==> config.mk <==
export PLATFORM = sky130hd
export DESIGN_NAME = glyph_span_renderer_top
export DESIGN_NICKNAME = d
export VERILOG_FILES = /design/src/design/gsr_pkg.sv /design/src/design/gsr_seq.sv /design/src/design/gsr_raster.sv /design/src/design/gsr_merge.sv /design/src/design/glyph_span_renderer_top.sv
export SDC_FILE = /design/constraint.sdc
export NUM_CORES = 1
export LEC_CHECK = 0
export ABC_CLOCK_PERIOD_IN_PS = 15300
export BUFFER_PORTS_ARGS = -buffer_cell sky130_fd_sc_hd__buf_2
export CAP_MARGIN = 20
export CORE_UTILIZATION = 40
export CTS_BUF_LIST = sky130_fd_sc_hd__clkbuf_16
export CTS_CLUSTER_DIAMETER = 120
export DETAILED_ROUTE_END_ITERATION = 6
export GPL_TIMING_DRIVEN = 0
export PLACE_DENSITY_LB_ADDON = 0.12
export SYNTH_ARGS = -nofsm -noshare
export SYNTH_HDL_FRONTEND = slang
export SYNTH_SLANG_ARGS = --single-unit
==> constraint.sdc <==
create_clock -name clock -period 15.3 [get_ports clock]
set_input_delay 0.765 -clock clock [delete_from_list [all_inputs] [get_ports clock]]
set_output_delay 0.765 -clock clock [all_outputs]
set_load 0.02 [all_outputs]
==> src/design/gsr_pkg.sv <==
// Shared types, constants, font table and helper functions of the glyph span renderer.
package gsr_pkg;

   localparam int GLYPH_COLUMNS = 5;
   localparam int GLYPH_ROWS    = 7;
   localparam int MAX_SCALE     = 8;

   localparam int CODE_W   = 8;
   localparam int COORD_W  = 12;
   localparam int SCALE_W  = 4;
   localparam int COLOR_W  = 16;
   localparam int DIM_W    = 12;
   localparam int LINE_Y_W = 11;
   localparam int MASK_W   = 40;

   localparam int ROW_W        = $clog2(GLYPH_ROWS);
   localparam int LINE_W       = $clog2(GLYPH_ROWS * MAX_SCALE);
   localparam int BIT_W        = $clog2(MASK_W + 1);
   localparam int DIGIT_COUNT  = 10;
   localparam int LETTER_COUNT = 26;
   localparam int GLYPH_COUNT  = DIGIT_COUNT + LETTER_COUNT;
   localparam int GIDX_W       = $clog2(GLYPH_COUNT);
   localparam int ROM_ENTRY_W  = GLYPH_ROWS * 8;

   localparam logic [DIM_W-1:0] SCREEN_LIMIT = 12'd2048;
   localparam logic [DIM_W-1:0] SCREEN_RESET = 12'd240;

   localparam logic [CODE_W-1:0] CHAR_ZERO    = 8'h30;
   localparam logic [CODE_W-1:0] CHAR_NINE    = 8'h39;
   localparam logic [CODE_W-1:0] CHAR_UPPER_A = 8'h41;
   localparam logic [CODE_W-1:0] CHAR_UPPER_Z = 8'h5A;
   localparam logic [CODE_W-1:0] CHAR_LOWER_A = 8'h61;
   localparam logic [CODE_W-1:0] CHAR_LOWER_Z = 8'h7A;

   typedef enum logic [0:0] {
      REG_SCREEN_WIDTH  = 1'b0,
      REG_SCREEN_HEIGHT = 1'b1
   } csr_reg_type;

   typedef logic [GLYPH_COLUMNS-1:0] glyph_row_type;

   typedef struct packed {
      logic              hit;
      logic [GIDX_W-1:0] gidx;
   } glyph_sel_type;

   // One candidate line handed from the sequencer to the raster stages.
   typedef struct packed {
      logic                      hit;
      logic [GIDX_W-1:0]         gidx;
      logic [ROW_W-1:0]          row;
      logic [LINE_W-1:0]         line;
      logic signed [COORD_W-1:0] x0;
      logic signed [COORD_W-1:0] y0;
      logic [SCALE_W-1:0]        scale;
      logic [COLOR_W-1:0]        color;
      logic [BIT_W-1:0]          lo;
      logic [BIT_W-1:0]          hi;
      logic                      last;
   } line_cmd_type;

   typedef struct packed {
      glyph_row_type             row_bits;
      logic [MASK_W-1:0]         clip;
      logic [SCALE_W-1:0]        scale;
      logic [LINE_Y_W-1:0]       line_y;
      logic                      vis;
      logic signed [COORD_W-1:0] x0;
      logic [COLOR_W-1:0]        color;
      logic                      last;
   } line_stage_type;

   typedef struct packed {
      logic                      emit;
      logic                      last;
      logic [LINE_Y_W-1:0]       line_y;
      logic signed [COORD_W-1:0] span_x;
      logic [MASK_W-1:0]         mask;
      logic [COLOR_W-1:0]        color;
   } span_cand_type;

   // Each entry holds seven rows, one byte per row, row zero in the lowest byte.
   localparam logic [ROM_ENTRY_W-1:0] FONT_ROM [GLYPH_COUNT] = '{
      56'h0E11191513110E, 56'h0E04040404_0C04, 56'h1F100806_01110E, 56'h0E110106_01110E,
      56'h02021F120A0602, 56'h0E1101011E101F, 56'h0E11111E100806, 56'h0808080402011F,
      56'h0E11110E11110E, 56'h0C02010F11110E,
      56'h1111111F11110E, 56'h1E11111E11111E, 56'h0E11101010110E, 56'h1E11111111111E,
      56'h1F10101E10101F, 56'h1010101E10101F, 56'h0E111117_10110E, 56'h1111111F111111,
      56'h0E04040404040E, 56'h0C120202020207, 56'h11121418141211, 56'h1F101010101010,
      56'h11111111151B11, 56'h11111315191111, 56'h0E11111111110E, 56'h1010101E11111E,
      56'h0D121511_11110E, 56'h1112141E11111E, 56'h0E11010E10110E, 56'h0404040404041F,
      56'h0E111111111111, 56'h040A1111111111, 56'h111B1515111111, 56'h11110A040A1111,
      56'h04040404_0A1111, 56'h1F10080402011F
   };

   function automatic glyph_sel_type glyph_lookup(logic [CODE_W-1:0] code);
      glyph_sel_type sel;
      sel.hit  = 1'b0;
      sel.gidx = '0;
      if (code >= CHAR_ZERO && code <= CHAR_NINE) begin
         sel.hit  = 1'b1;
         sel.gidx = GIDX_W'(code - CHAR_ZERO);
      end else if (code >= CHAR_LOWER_A && code <= CHAR_LOWER_Z) begin
         sel.hit  = 1'b1;
         sel.gidx = GIDX_W'(code - CHAR_LOWER_A) + GIDX_W'(DIGIT_COUNT);
      end else if (code >= CHAR_UPPER_A && code <= CHAR_UPPER_Z) begin
         sel.hit  = 1'b1;
         sel.gidx = GIDX_W'(code - CHAR_UPPER_A) + GIDX_W'(DIGIT_COUNT);
      end
      return sel;
   endfunction

   // Stretches each glyph column over scale mask bits; a zero scale gives an empty row.
   function automatic logic [MASK_W-1:0] expand_row(glyph_row_type bits,
                                                     logic [SCALE_W-1:0] scale);
      logic [MASK_W-1:0] res;
      res = '0;
      for (int k = 1; k <= MAX_SCALE; k++) begin
         if (int'(scale) == k) begin
            for (int c = 0; c < GLYPH_COLUMNS; c++) begin
               for (int t = 0; t < k; t++) begin
                  if (c * k + t < MASK_W) begin
                     res[c * k + t] = bits[c];
                  end
               end
            end
         end
      end
      return res;
   endfunction

endpackage

==> src/design/gsr_seq.sv <==
// Request sequencer: takes a request and issues one candidate line per cycle while cmd_ready is high.
module gsr_seq (
   input  logic                              clock,
   input  logic                              reset,
   input  logic                              req_valid,
   output logic                              req_ready,
   input  logic [gsr_pkg::CODE_W-1:0]        req_char_code,
   input  logic signed [gsr_pkg::COORD_W-1:0] req_x_origin,
   input  logic signed [gsr_pkg::COORD_W-1:0] req_y_origin,
   input  logic [gsr_pkg::SCALE_W-1:0]       req_scale,
   input  logic [gsr_pkg::COLOR_W-1:0]       req_pixel_color,
   input  logic [gsr_pkg::DIM_W-1:0]         screen_width,
   output logic                              cmd_valid,
   input  logic                              cmd_ready,
   output gsr_pkg::line_cmd_type             cmd
);
   import gsr_pkg::*;

   logic                      busy_ff, busy_in;
   line_cmd_type              item_ff, item_in;
   logic [SCALE_W-1:0]        count_ff, count_in;
   logic [ROW_W-1:0]          row_ff, row_in;
   logic [SCALE_W-1:0]        sub_ff, sub_in;
   logic [LINE_W-1:0]         line_ff, line_in;

   glyph_sel_type             glyph;
   logic [SCALE_W-1:0]        s_sat;
   logic signed [COORD_W:0]   x_ext, neg_x;
   logic signed [COORD_W+1:0] room;
   logic [BIT_W-1:0]          span_w, hi_cap, lo, hi;
   logic                      issue, last_line, accept;

   always_comb begin
      glyph  = glyph_lookup(req_char_code);
      s_sat  = (req_scale > SCALE_W'(MAX_SCALE)) ? SCALE_W'(MAX_SCALE) : req_scale;
      x_ext  = {req_x_origin[COORD_W-1], req_x_origin};
      neg_x  = -x_ext;
      room   = $signed({2'b00, screen_width}) - $signed({x_ext[COORD_W], x_ext});
      span_w = BIT_W'(GLYPH_COLUMNS * s_sat);
      hi_cap = (span_w > BIT_W'(MASK_W)) ? BIT_W'(MASK_W) : span_w;

      if (!x_ext[COORD_W]) begin
         lo = '0;
      end else if (neg_x > (COORD_W+1)'(MASK_W)) begin
         lo = BIT_W'(MASK_W);
      end else begin
         lo = neg_x[BIT_W-1:0];
      end

      if (room[COORD_W+1] || room == '0) begin
         hi = '0;
      end else if (room < (COORD_W+2)'(hi_cap)) begin
         hi = room[BIT_W-1:0];
      end else begin
         hi = hi_cap;
      end
   end

   always_comb begin
      issue     = busy_ff && cmd_ready;
      last_line = (row_ff == ROW_W'(GLYPH_ROWS - 1)) && (sub_ff == count_ff - SCALE_W'(1));
      req_ready = !busy_ff || (issue && last_line);
      accept    = req_valid && req_ready;

      busy_in  = busy_ff;
      item_in  = item_ff;
      count_in = count_ff;
      row_in   = row_ff;
      sub_in   = sub_ff;
      line_in  = line_ff;

      if (accept) begin
         busy_in       = 1'b1;
         item_in.hit   = glyph.hit;
         item_in.gidx  = glyph.gidx;
         item_in.row   = '0;
         item_in.line  = '0;
         item_in.x0    = req_x_origin;
         item_in.y0    = req_y_origin;
         item_in.scale = s_sat;
         item_in.color = req_pixel_color;
         item_in.lo    = lo;
         item_in.hi    = hi;
         item_in.last  = 1'b0;
         count_in      = (s_sat == '0) ? SCALE_W'(1) : s_sat;
         row_in        = '0;
         sub_in        = '0;
         line_in       = '0;
      end else if (issue) begin
         if (last_line) begin
            busy_in = 1'b0;
         end
         if (sub_ff == count_ff - SCALE_W'(1)) begin
            sub_in = '0;
            row_in = row_ff + ROW_W'(1);
         end else begin
            sub_in = sub_ff + SCALE_W'(1);
         end
         line_in = line_ff + LINE_W'(1);
      end

      cmd_valid = busy_ff;
      cmd       = item_ff;
      cmd.row   = row_ff;
      cmd.line  = line_ff;
      cmd.last  = last_line;
   end

   always_ff @(posedge clock) begin
      if (reset) begin
         busy_ff <= 1'b0;
      end else begin
         busy_ff <= busy_in;
      end
   end

   always_ff @(posedge clock) begin
      item_ff  <= item_in;
      count_ff <= count_in;
      row_ff   <= row_in;
      sub_ff   <= sub_in;
      line_ff  <= line_in;
   end

endmodule

==> src/design/gsr_raster.sv <==
// Raster stages: font lookup, clip window and line check, then column expansion.
module gsr_raster (
   input  logic                      clock,
   input  logic                      reset,
   input  logic                      cmd_valid,
   output logic                      cmd_ready,
   input  gsr_pkg::line_cmd_type     cmd,
   input  logic [gsr_pkg::DIM_W-1:0] screen_height,
   output logic                      cand_valid,
   input  logic                      cand_ready,
   output gsr_pkg::span_cand_type    cand
);
   import gsr_pkg::*;

   logic                      v2_ff, v2_in, v3_ff, v3_in;
   line_stage_type            s2_ff, s2_in;
   span_cand_type             s3_ff, s3_in;
   logic                      s2_free, s3_free;
   logic [ROM_ENTRY_W-1:0]    entry;
   logic signed [COORD_W:0]   py;
   logic [MASK_W-1:0]         mask;

   always_comb begin
      s3_free   = !v3_ff || cand_ready;
      s2_free   = !v2_ff || s3_free;
      cmd_ready = s2_free;
      v2_in     = s2_free ? cmd_valid : v2_ff;
      v3_in     = s3_free ? v2_ff : v3_ff;
   end

   always_comb begin
      entry = FONT_ROM[cmd.gidx];
      py    = $signed({cmd.y0[COORD_W-1], cmd.y0}) + $signed({1'b0, (COORD_W)'(cmd.line)});
      s2_in = s2_ff;
      if (s2_free && cmd_valid) begin
         s2_in.row_bits = cmd.hit ? entry[{cmd.row, 3'b000} +: GLYPH_COLUMNS] : '0;
         for (int j = 0; j < MASK_W; j++) begin
            s2_in.clip[j] = (BIT_W'(j) >= cmd.lo) && (BIT_W'(j) < cmd.hi);
         end
         s2_in.scale  = cmd.scale;
         s2_in.line_y = py[LINE_Y_W-1:0];
         s2_in.vis    = !py[COORD_W] && (py[COORD_W-1:0] < screen_height);
         s2_in.x0     = cmd.x0;
         s2_in.color  = cmd.color;
         s2_in.last   = cmd.last;
      end
   end

   always_comb begin
      mask  = expand_row(s2_ff.row_bits, s2_ff.scale) & s2_ff.clip;
      s3_in = s3_ff;
      if (s3_free && v2_ff) begin
         s3_in.emit   = s2_ff.vis && (|mask);
         s3_in.last   = s2_ff.last;
         s3_in.line_y = s2_ff.line_y;
         s3_in.span_x = s2_ff.x0;
         s3_in.mask   = mask;
         s3_in.color  = s2_ff.color;
      end
      cand_valid = v3_ff;
      cand       = s3_ff;
   end

   always_ff @(posedge clock) begin
      if (reset) begin
         v2_ff <= 1'b0;
         v3_ff <= 1'b0;
      end else begin
         v2_ff <= v2_in;
         v3_ff <= v3_in;
      end
   end

   always_ff @(posedge clock) begin
      s2_ff <= s2_in;
      s3_ff <= s3_in;
   end

endmodule

==> src/design/gsr_merge.sv <==
// Span merger: drops empty lines, marks the final span of a request and drives the output register.
module gsr_merge (
   input  logic                                clock,
   input  logic                                reset,
   input  logic                                cand_valid,
   output logic                                cand_ready,
   input  gsr_pkg::span_cand_type              cand,
   output logic                                rsp_valid,
   input  logic                                rsp_ready,
   output logic [gsr_pkg::LINE_Y_W-1:0]        rsp_line_y,
   output logic signed [gsr_pkg::COORD_W-1:0]  rsp_span_x,
   output logic [gsr_pkg::MASK_W-1:0]          rsp_pixel_mask,
   output logic [gsr_pkg::COLOR_W-1:0]         rsp_span_color,
   output logic                                rsp_last_span
);
   import gsr_pkg::*;

   logic          p_valid_ff, p_valid_in, p_last_ff, p_last_in;
   span_cand_type p_ff, p_in;
   logic          rsp_valid_ff, rsp_valid_in;
   span_cand_type out_ff, out_in;
   logic          out_last_ff, out_last_in;
   logic          out_free, take, push;

   always_comb begin
      out_free   = !rsp_valid_ff || rsp_ready;
      cand_ready = out_free;
      take       = cand_valid && out_free;
      push       = out_free && p_valid_ff && (p_last_ff || (cand_valid && cand.emit));

      p_valid_in = p_valid_ff;
      p_last_in  = p_last_ff;
      p_in       = p_ff;
      priority if (take && cand.emit) begin
         p_valid_in = 1'b1;
         p_last_in  = cand.last;
         p_in       = cand;
      end else if (push) begin
         p_valid_in = 1'b0;
         p_last_in  = 1'b0;
      end else if (take && cand.last && p_valid_ff) begin
         p_last_in = 1'b1;
      end

      out_in      = push ? p_ff : out_ff;
      out_last_in = push ? p_last_ff : out_last_ff;
      if (push) begin
         rsp_valid_in = 1'b1;
      end else if (rsp_ready) begin
         rsp_valid_in = 1'b0;
      end else begin
         rsp_valid_in = rsp_valid_ff;
      end

      rsp_valid      = rsp_valid_ff;
      rsp_line_y     = out_ff.line_y;
      rsp_span_x     = out_ff.span_x;
      rsp_pixel_mask = out_ff.mask;
      rsp_span_color = out_ff.color;
      rsp_last_span  = out_last_ff;
   end

   always_ff @(posedge clock) begin
      if (reset) begin
         p_valid_ff   <= 1'b0;
         p_last_ff    <= 1'b0;
         rsp_valid_ff <= 1'b0;
      end else begin
         p_valid_ff   <= p_valid_in;
         p_last_ff    <= p_last_in;
         rsp_valid_ff <= rsp_valid_in;
      end
   end

   always_ff @(posedge clock) begin
      p_ff        <= p_in;
      out_ff      <= out_in;
      out_last_ff <= out_last_in;
   end

endmodule

==> src/design/glyph_span_renderer_top.sv <==
// Top level of the glyph span renderer: register port, sequencer, raster stages and span merger.
//
//   Channel | Direction | Handshake            | Carries
//   req_    | in        | req_valid/req_ready  | char code, x/y origin, scale, pixel colour
//   rsp_    | out       | rsp_valid/rsp_ready  | line, span x, pixel mask, colour, last flag
//   csr_    | in        | csr_valid/csr_ready  | register index and write data
//
// The output delivers at most one span per cycle. A request makes the sequencer issue 7 * scale
// lines (7 for scale zero, 56 at scale 8 and above), one a cycle while the raster stages accept
// them. A line passes the sequencer, raster stage and merger holding registers to the output
// register; a request's final span leaves the holding register once its last line is resolved.
// Synchronous reset empties every stage and sets both screen registers to 240. req_ready is high
// only while the sequencer is idle or issuing the last line of a request. A low rsp_ready holds
// the output register; the stages behind it fill up and then the sequencer stops issuing lines.
module glyph_span_renderer_top (
   input  logic                                clock,
   input  logic                                reset,
   input  logic                                req_valid,
   output logic                                req_ready,
   input  logic [gsr_pkg::CODE_W-1:0]          req_char_code,
   input  logic signed [gsr_pkg::COORD_W-1:0]  req_x_origin,
   input  logic signed [gsr_pkg::COORD_W-1:0]  req_y_origin,
   input  logic [gsr_pkg::SCALE_W-1:0]         req_scale,
   input  logic [gsr_pkg::COLOR_W-1:0]         req_pixel_color,
   output logic                                rsp_valid,
   input  logic                                rsp_ready,
   output logic [gsr_pkg::LINE_Y_W-1:0]        rsp_line_y,
   output logic signed [gsr_pkg::COORD_W-1:0]  rsp_span_x,
   output logic [gsr_pkg::MASK_W-1:0]          rsp_pixel_mask,
   output logic [gsr_pkg::COLOR_W-1:0]         rsp_span_color,
   output logic                                rsp_last_span,
   input  logic                                csr_valid,
   output logic                                csr_ready,
   input  logic [0:0]                          csr_index,
   input  logic [gsr_pkg::DIM_W-1:0]           csr_wdata
);
   import gsr_pkg::*;

   logic [DIM_W-1:0] width_ff, width_in, height_ff, height_in;
   logic [DIM_W-1:0] width_eff, height_eff;
   logic             cmd_valid, cmd_ready, cand_valid, cand_ready;
   line_cmd_type     cmd;
   span_cand_type    cand;

   always_comb begin
      csr_ready = 1'b1;
      width_in  = width_ff;
      height_in = height_ff;
      if (csr_valid) begin
         unique case (csr_reg_type'(csr_index))
            REG_SCREEN_WIDTH:  width_in  = csr_wdata;
            REG_SCREEN_HEIGHT: height_in = csr_wdata;
            default: ;
         endcase
      end
      width_eff  = (width_ff > SCREEN_LIMIT) ? SCREEN_LIMIT : width_ff;
      height_eff = (height_ff > SCREEN_LIMIT) ? SCREEN_LIMIT : height_ff;
   end

   always_ff @(posedge clock) begin
      if (reset) begin
         width_ff  <= SCREEN_RESET;
         height_ff <= SCREEN_RESET;
      end else begin
         width_ff  <= width_in;
         height_ff <= height_in;
      end
   end

   gsr_seq u_seq (
      .clock           (clock),
      .reset           (reset),
      .req_valid       (req_valid),
      .req_ready       (req_ready),
      .req_char_code   (req_char_code),
      .req_x_origin    (req_x_origin),
      .req_y_origin    (req_y_origin),
      .req_scale       (req_scale),
      .req_pixel_color (req_pixel_color),
      .screen_width    (width_eff),
      .cmd_valid       (cmd_valid),
      .cmd_ready       (cmd_ready),
      .cmd             (cmd)
   );

   gsr_raster u_raster (
      .clock         (clock),
      .reset         (reset),
      .cmd_valid     (cmd_valid),
      .cmd_ready     (cmd_ready),
      .cmd           (cmd),
      .screen_height (height_eff),
      .cand_valid    (cand_valid),
      .cand_ready    (cand_ready),
      .cand          (cand)
   );

   gsr_merge u_merge (
      .clock          (clock),
      .reset          (reset),
      .cand_valid     (cand_valid),
      .cand_ready     (cand_ready),
      .cand           (cand),
      .rsp_valid      (rsp_valid),
      .rsp_ready      (rsp_ready),
      .rsp_line_y     (rsp_line_y),
      .rsp_span_x     (rsp_span_x),
      .rsp_pixel_mask (rsp_pixel_mask),
      .rsp_span_color (rsp_span_color),
      .rsp_last_span  (rsp_last_span)
   );

endmodule

### After elaboration in Yosys (flattened, before gate mapping)

Memories as Yosys holds them, arrays and structs flattened.
Index checks and enable logic that the tools add are counted.

* bitwise logic cells: 4
* magnitude comparators: 94
* multiply operators: 1
* shift operators: 1
* reduce and logical (&&, ||, !) cells: 82
* add/sub/neg operators: 12
* eq/ne operators: 10
* multiplexer cells: 30

Operator list (count)
* 56-bit two-way mux: 2
* 5-bit by 6-bit >= comparator with 1-bit output (first input constant): 16
* 5-bit by 6-bit less-than comparator with 1-bit output (first input constant): 16
* 1-bit logical AND: 57
* 56-bit by 7-bit indexed part select with 5-bit output: 1
* 4-bit by 6-bit >= comparator with 1-bit output (first input constant): 8
* 6-bit >= comparator (first input constant): 8
* 4-bit by 6-bit less-than comparator with 1-bit output (first input constant): 8
* 6-bit less-than comparator (first input constant): 8
* 40-bit bitwise AND: 1
* 40-bit two-way mux: 1
* 40-bit OR reduction: 1
* 35-bit two-way mux: 1
* 30-bit two-way mux: 1
* 6-bit two-way mux: 5
* 25-bit two-way mux: 1
* 3-bit by 6-bit >= comparator with 1-bit output (first input constant): 4
* 12-bit greater-than comparator (second input constant): 2
* 3-bit by 6-bit less-than comparator with 1-bit output (first input constant): 4
* 12-bit two-way mux: 2
* 4-bit == test (second input constant): 5
* 20-bit two-way mux: 1
* 8-bit by 7-bit >= comparator with 1-bit output (second input constant): 2
* 8-bit by 7-bit less-or-equal comparator with 1-bit output (second input constant): 2
* other kinds (43): 77

* logic and storage cells: 279
* memory bits (read-only): 3584
* memories: 1
* flip-flop bits (word level): 440
* output and inout port bits: 83

Memories
* (name not given): depth 64, width 56, read ports 1, clocked after memory_dff 0, wr ports 0, RTL line gsr_raster.sv:32 `entry = FONT_ROM[cmd.gidx];`

### Depth between registers and ports, before layout

* depth after elaboration: 12
* depth in mapped cells: 17

### Hierarchy

A second synthesis with hierarchy kept.

* cells, all modules: 1535
* area, all modules: 19741.4 µm²

By module, submodules not included
* gsr_raster: sequential area each 5175.0 µm², instances 1, cells an instance 841, area each 9258.9 µm²
* gsr_merge: sequential area each 4834.6 µm², instances 1, cells an instance 178, area each 4923.5 µm²
* gsr_seq: sequential area each 2292.2 µm², instances 1, cells an instance 394, area each 4418.0 µm²
* glyph_span_renderer_top: sequential area each 480.5 µm², instances 1, cells an instance 122, area each 1141.1 µm²

### Least setup slack after synthesis

OpenSTA, ideal clock, no wires.

* kind: in2reg
* start: input rsp_ready
* end: register u_raster.s3_ff, in the netlist u_raster.cand[0] (enable)
* required time: 14656 ps
* path buffers: 0
* cell stages on the path: 2
* setup slack: 7921 ps
* data arrival time: 6734 ps
* library setup time: 644 ps
* cell sequence: nor2b_1 a21boi_0

* word-level cells in the longest chain between the ends: 3

RTL lines
* start: declaration: RTL line glyph_span_renderer_top.sv:26 `input logic rsp_ready,`
* 1-bit logical OR: RTL line gsr_merge.sv:26 `out_free = !rsp_valid_ff || rsp_ready;`
* 1-bit logical OR: RTL line gsr_raster.sv:24 `s3_free = !v3_ff || cand_ready;`
* 1-bit logical AND: RTL line gsr_raster.sv:52 `if (s3_free && v2_ff) begin`
* end signal: assignment: RTL line gsr_raster.sv:76 `s3_ff <= s3_in;`
* end: declaration: RTL line gsr_raster.sv:17 `span_cand_type s3_ff, s3_in;`

No other way between the ends.
A chain may end at the register's enable or synchronous reset.

### Worst setup path in the final report

* start: register width_ff[11]
* end: register u_seq.item_ff, in the netlist u_seq.cmd[5], data pin

* word-level cells in the longest chain between the ends: 5
* elaborated cells on any way between the ends: 7
* those cells by class: 1 x add/sub; 2 x order compare; 2 x mux; 2 x reduce/logical

RTL lines
* start: declaration: RTL line glyph_span_renderer_top.sv:39 `logic [DIM_W-1:0] width_ff, width_in, height_ff, height_in;`
* start signal: assignment: RTL line glyph_span_renderer_top.sv:65 `width_ff <= width_in;`
* 12-bit greater-than comparator: RTL line glyph_span_renderer_top.sv:56 `width_eff = (width_ff > SCREEN_LIMIT) ? SCREEN_LIMIT : width_ff;`
* 12-bit two-way mux *: RTL line glyph_span_renderer_top.sv:56
* 13-bit by 12-bit subtractor with 14-bit output *: RTL line gsr_seq.sv:38 `room = $signed({2'b00, screen_width}) - $signed({x_ext[COORD_W], x_ext});`
* 14-bit by 6-bit less-than comparator with 1-bit output or 14-bit logical NOT (tied branches): RTL line gsr_seq.sv:52, gsr_seq.sv:50
* 6-bit two-way mux or 1-bit logical OR (tied branches): RTL line gsr_seq.sv:52, gsr_seq.sv:50
* end signal: assignment: RTL line gsr_seq.sv:118 `item_ff <= item_in;`
* end: declaration: RTL line gsr_seq.sv:20 `line_cmd_type item_ff, item_in;`

Mark *: on every way between the ends. The rest lies on a longest branch, timed or not.

==> metrics.cfg <==
[grt]
grt_start_max_net_pins = 71
track_usage_pct = 18.8
grt_pass1_vias = 12591
antenna_found_initial = 0
grt.overflow.total = 0
grt_pass1_wl_um = 71800

[floorplanning]
design.die.area_um2 = 49600
die_h_um = 223
start_util_pct = 40.7
fp.coreArea_um2 = 47800
rows = 80
fp.dieW_um = 223
io_pins = 153

[setup_path]
crit_path_frequent_cell = inv_1
regToRegSetupSlack_ns = 10.93
cp.required_ns = 15.61
end_kind = register
worstSetupStartpointType = register
path_max_fanout = 10
worst_ep_arrival_time_ns = 4.68
crit_path_max_incr_delay_ns = 0.41
path_class = reg -> reg
crit_chain = clkbuf_1 -> inv_1 -> nand2_1 -> ha_1 -> inv_1 -> fa_1 -> a21o_1 -> a21oi_1 -> xor2_1 -> inv_1 -> ha_1 -> a2111oi_0 -> o2bb2ai_1 -> o21ai_0 -> or3_1 -> a21oi_2 -> o22ai_1
slowest_stage = dfxtp_1

[route]
viasPerCell = 5.33
drt-total-wl_um = 46500
wl_per_cell_um = 19.2
dr.pass1.iters = 7
via_count = 12948
ant_nets = 0
drc = 0
drtIter0Drc = 817

[sta]
max_slew.worst_pin.slew_ns = 0.872
post-route-period-util_pct = 28.5
rsz0062_at_grt = false
max_slew_margin_pct = 41.3
whs_ns = 0.363
hold_viol_final = 0
fmax_mhz = 229
setup_ws_ns = 10.93
fin_crit_ns = 4.37
fin_setup_tns_ns = 0
setup_viol = 0
finClkSkew_ns = 0.0260
finalMaxSlewViolations = 0

[cells_and_area]
fill_cells = 4398
seqCellArea_um2 = 12800
layout-drive-gt1-share_pct = 14.9
insertedDiodeCount = 0
multiInputGateArea_um2 = 6170
syn_to_final_growth_pct = 16.3
fin_nets = 1915

[synth]
synth_area_leaders = edfxtp_1, dfxtp_1, ha_1
syn-num-nets = 1709
netlist_area_um2 = 19500
ys_types = 85
yosysWarnings = 0
synth_ff_type = edfxtp_1
syn-instance-count = 1572
synth_edf_count = 397
synth_top_cell_by_area = edfxtp_1
avgSynthCellArea_um2 = 12.4
synth-seq-cells = 440
synthArstFlopShare_pct = 0
synth_top_cell_area_share_pct = 61.2
yosysMostFrequentCell = edfxtp_1
ys_seq_area_share_pct = 65.6
synth.top_cells.by_count = edfxtp_1, nand2_1, nor2_1, a21oi_1, o21ai_0

[worst_hold_path]
min_path_type = in -> reg

[placed_design]
dp_hpwl_um = 33600
place_congestion = 0.909
io_buffer_count = 148
dp_slack_ns = 10.48

[power_and_ir_drop]
powerDensity_nw_per_um2 = 120
p_leak_nw = 8.24
ir_drop_uv = 76.6

[cts]
cts_buffer_depth = 3
cts.clk_slew.worst_paths_ns = 0.06
clk_latency_ns = 0.59
cts-root-buf = clkbuf_16
h-tree-depth = 2
cts_tree = done
cts_resized = 0
cts.sinks = 440
postCtsSetupBuffers = 0
cts_made_buffers = 48
ctsHoldBuffers = 0

[status]
status = completed

[job]
drv_cap = 0

-- metal layers --
layer	part of all wire [%]	global-route usage, %
met3	6.0	3.44
met2	45	29.5
met4	3.0	6.70
met1	46	26.2
met5	0	0
-- layout by cell type (no fill, tap or decap), types with 21 or more instances in the layout --
cell type and n:
edfxtp_1 397, a21oi_1 111, o21ai_0 83, dfxtp_1 43
clkbuf_1 72, nor3_1 30, and2_1 22, nand2_1 163
inv_1 55, xnor2_1 23, buf_2 155, nor2_1 119
nor2b_1 50, clkbuf_16 49, a211oi_1 26, ha_1 64
a31oi_1 21
-- registers in the layout, summed over array words and instances, names as in the netlist, 16 cells and up --
signal,cells
u_raster.s2_ff,90
u_raster.cand,81
u_merge.p_ff,79
u_seq.cmd,63
u_merge.rsp_pixel_mask,40
u_merge.rsp_span_color,16
-- where the power goes --
group | internal, mW | total, mW | switching, mW | leakage (nW)
sequential | 1.36 | 1.38 | 0.0224 | 4.08
combinational | 0.0998 | 0.283 | 0.183 | 3.42
clock | 0.600 | 1.06 | 0.457 | 0.742
-- critical path, delay by kind of cell (launching register included) --
| kind | cells | cell delay, ns |
|---|---|---|
| AND/OR/NAND/NOR | 2 | 0.47 |
| buffers and inverters | 4 | 0.64 |
| AO/OA/AOI/OAI | 7 | 1.57 |
| XOR/XNOR | 1 | 0.23 |
| adder cells (fa/ha/maj) | 3 | 0.77 |
| flip-flops | 1 | 0.41 |
-- final cells by class --
class                      instances  area share [%]
clock buffer                      49            5.41
multi-input combinational        990            27.2
tap                              615            3.40
clock inverter                    36           0.994
timing repair buffer             156            4.08
buffer                            89            1.56
inverter                          53           0.911
sequential                       440            56.4
-- logic make-up (layout without fill, tap and decap cells) --
family,count (synthesis),in the layout,share of synthesized area [%]
AND/OR/NAND/NOR,508,508,12.8
flip-flops,440,440,65.6
AO/OA/AOI/OAI,364,364,11.9
buffers and inverters,142,383,2.83
adder cells (fa/ha/maj),67,67,4.42
XOR/XNOR,39,39,1.75
multiplexers,11,11,0.642
other,1,1,0.0192
-- final timing paths --
kind | to | cells past startpoint | from
worst max-delay path | u_seq.cmd[5] | 17 | width_ff[11]
worst min-delay path | u_seq.cmd[40] | 1 | req_y_origin[7]
worst max register to register | u_seq.cmd[5] | 17 | width_ff[11]
worst min register to register | u_merge.rsp_span_color[5] | 0 | u_merge.p_ff[5]
-- per-stage QoR --
stage	cell area [µm²]	power (mW)	cells	util, %
after CTS	22700	2.76	2428	47.4
after global routing	22700	2.84	2428	47.4
after detailed placement	21200	1.69	2343	44.3
final	22700	2.72	2428	47.4
after global placement	21000	1.69	2335	43.9
after floorplan	19500	1.59	1572	-
No activity file was read; power rests on OpenSTA's default activity.
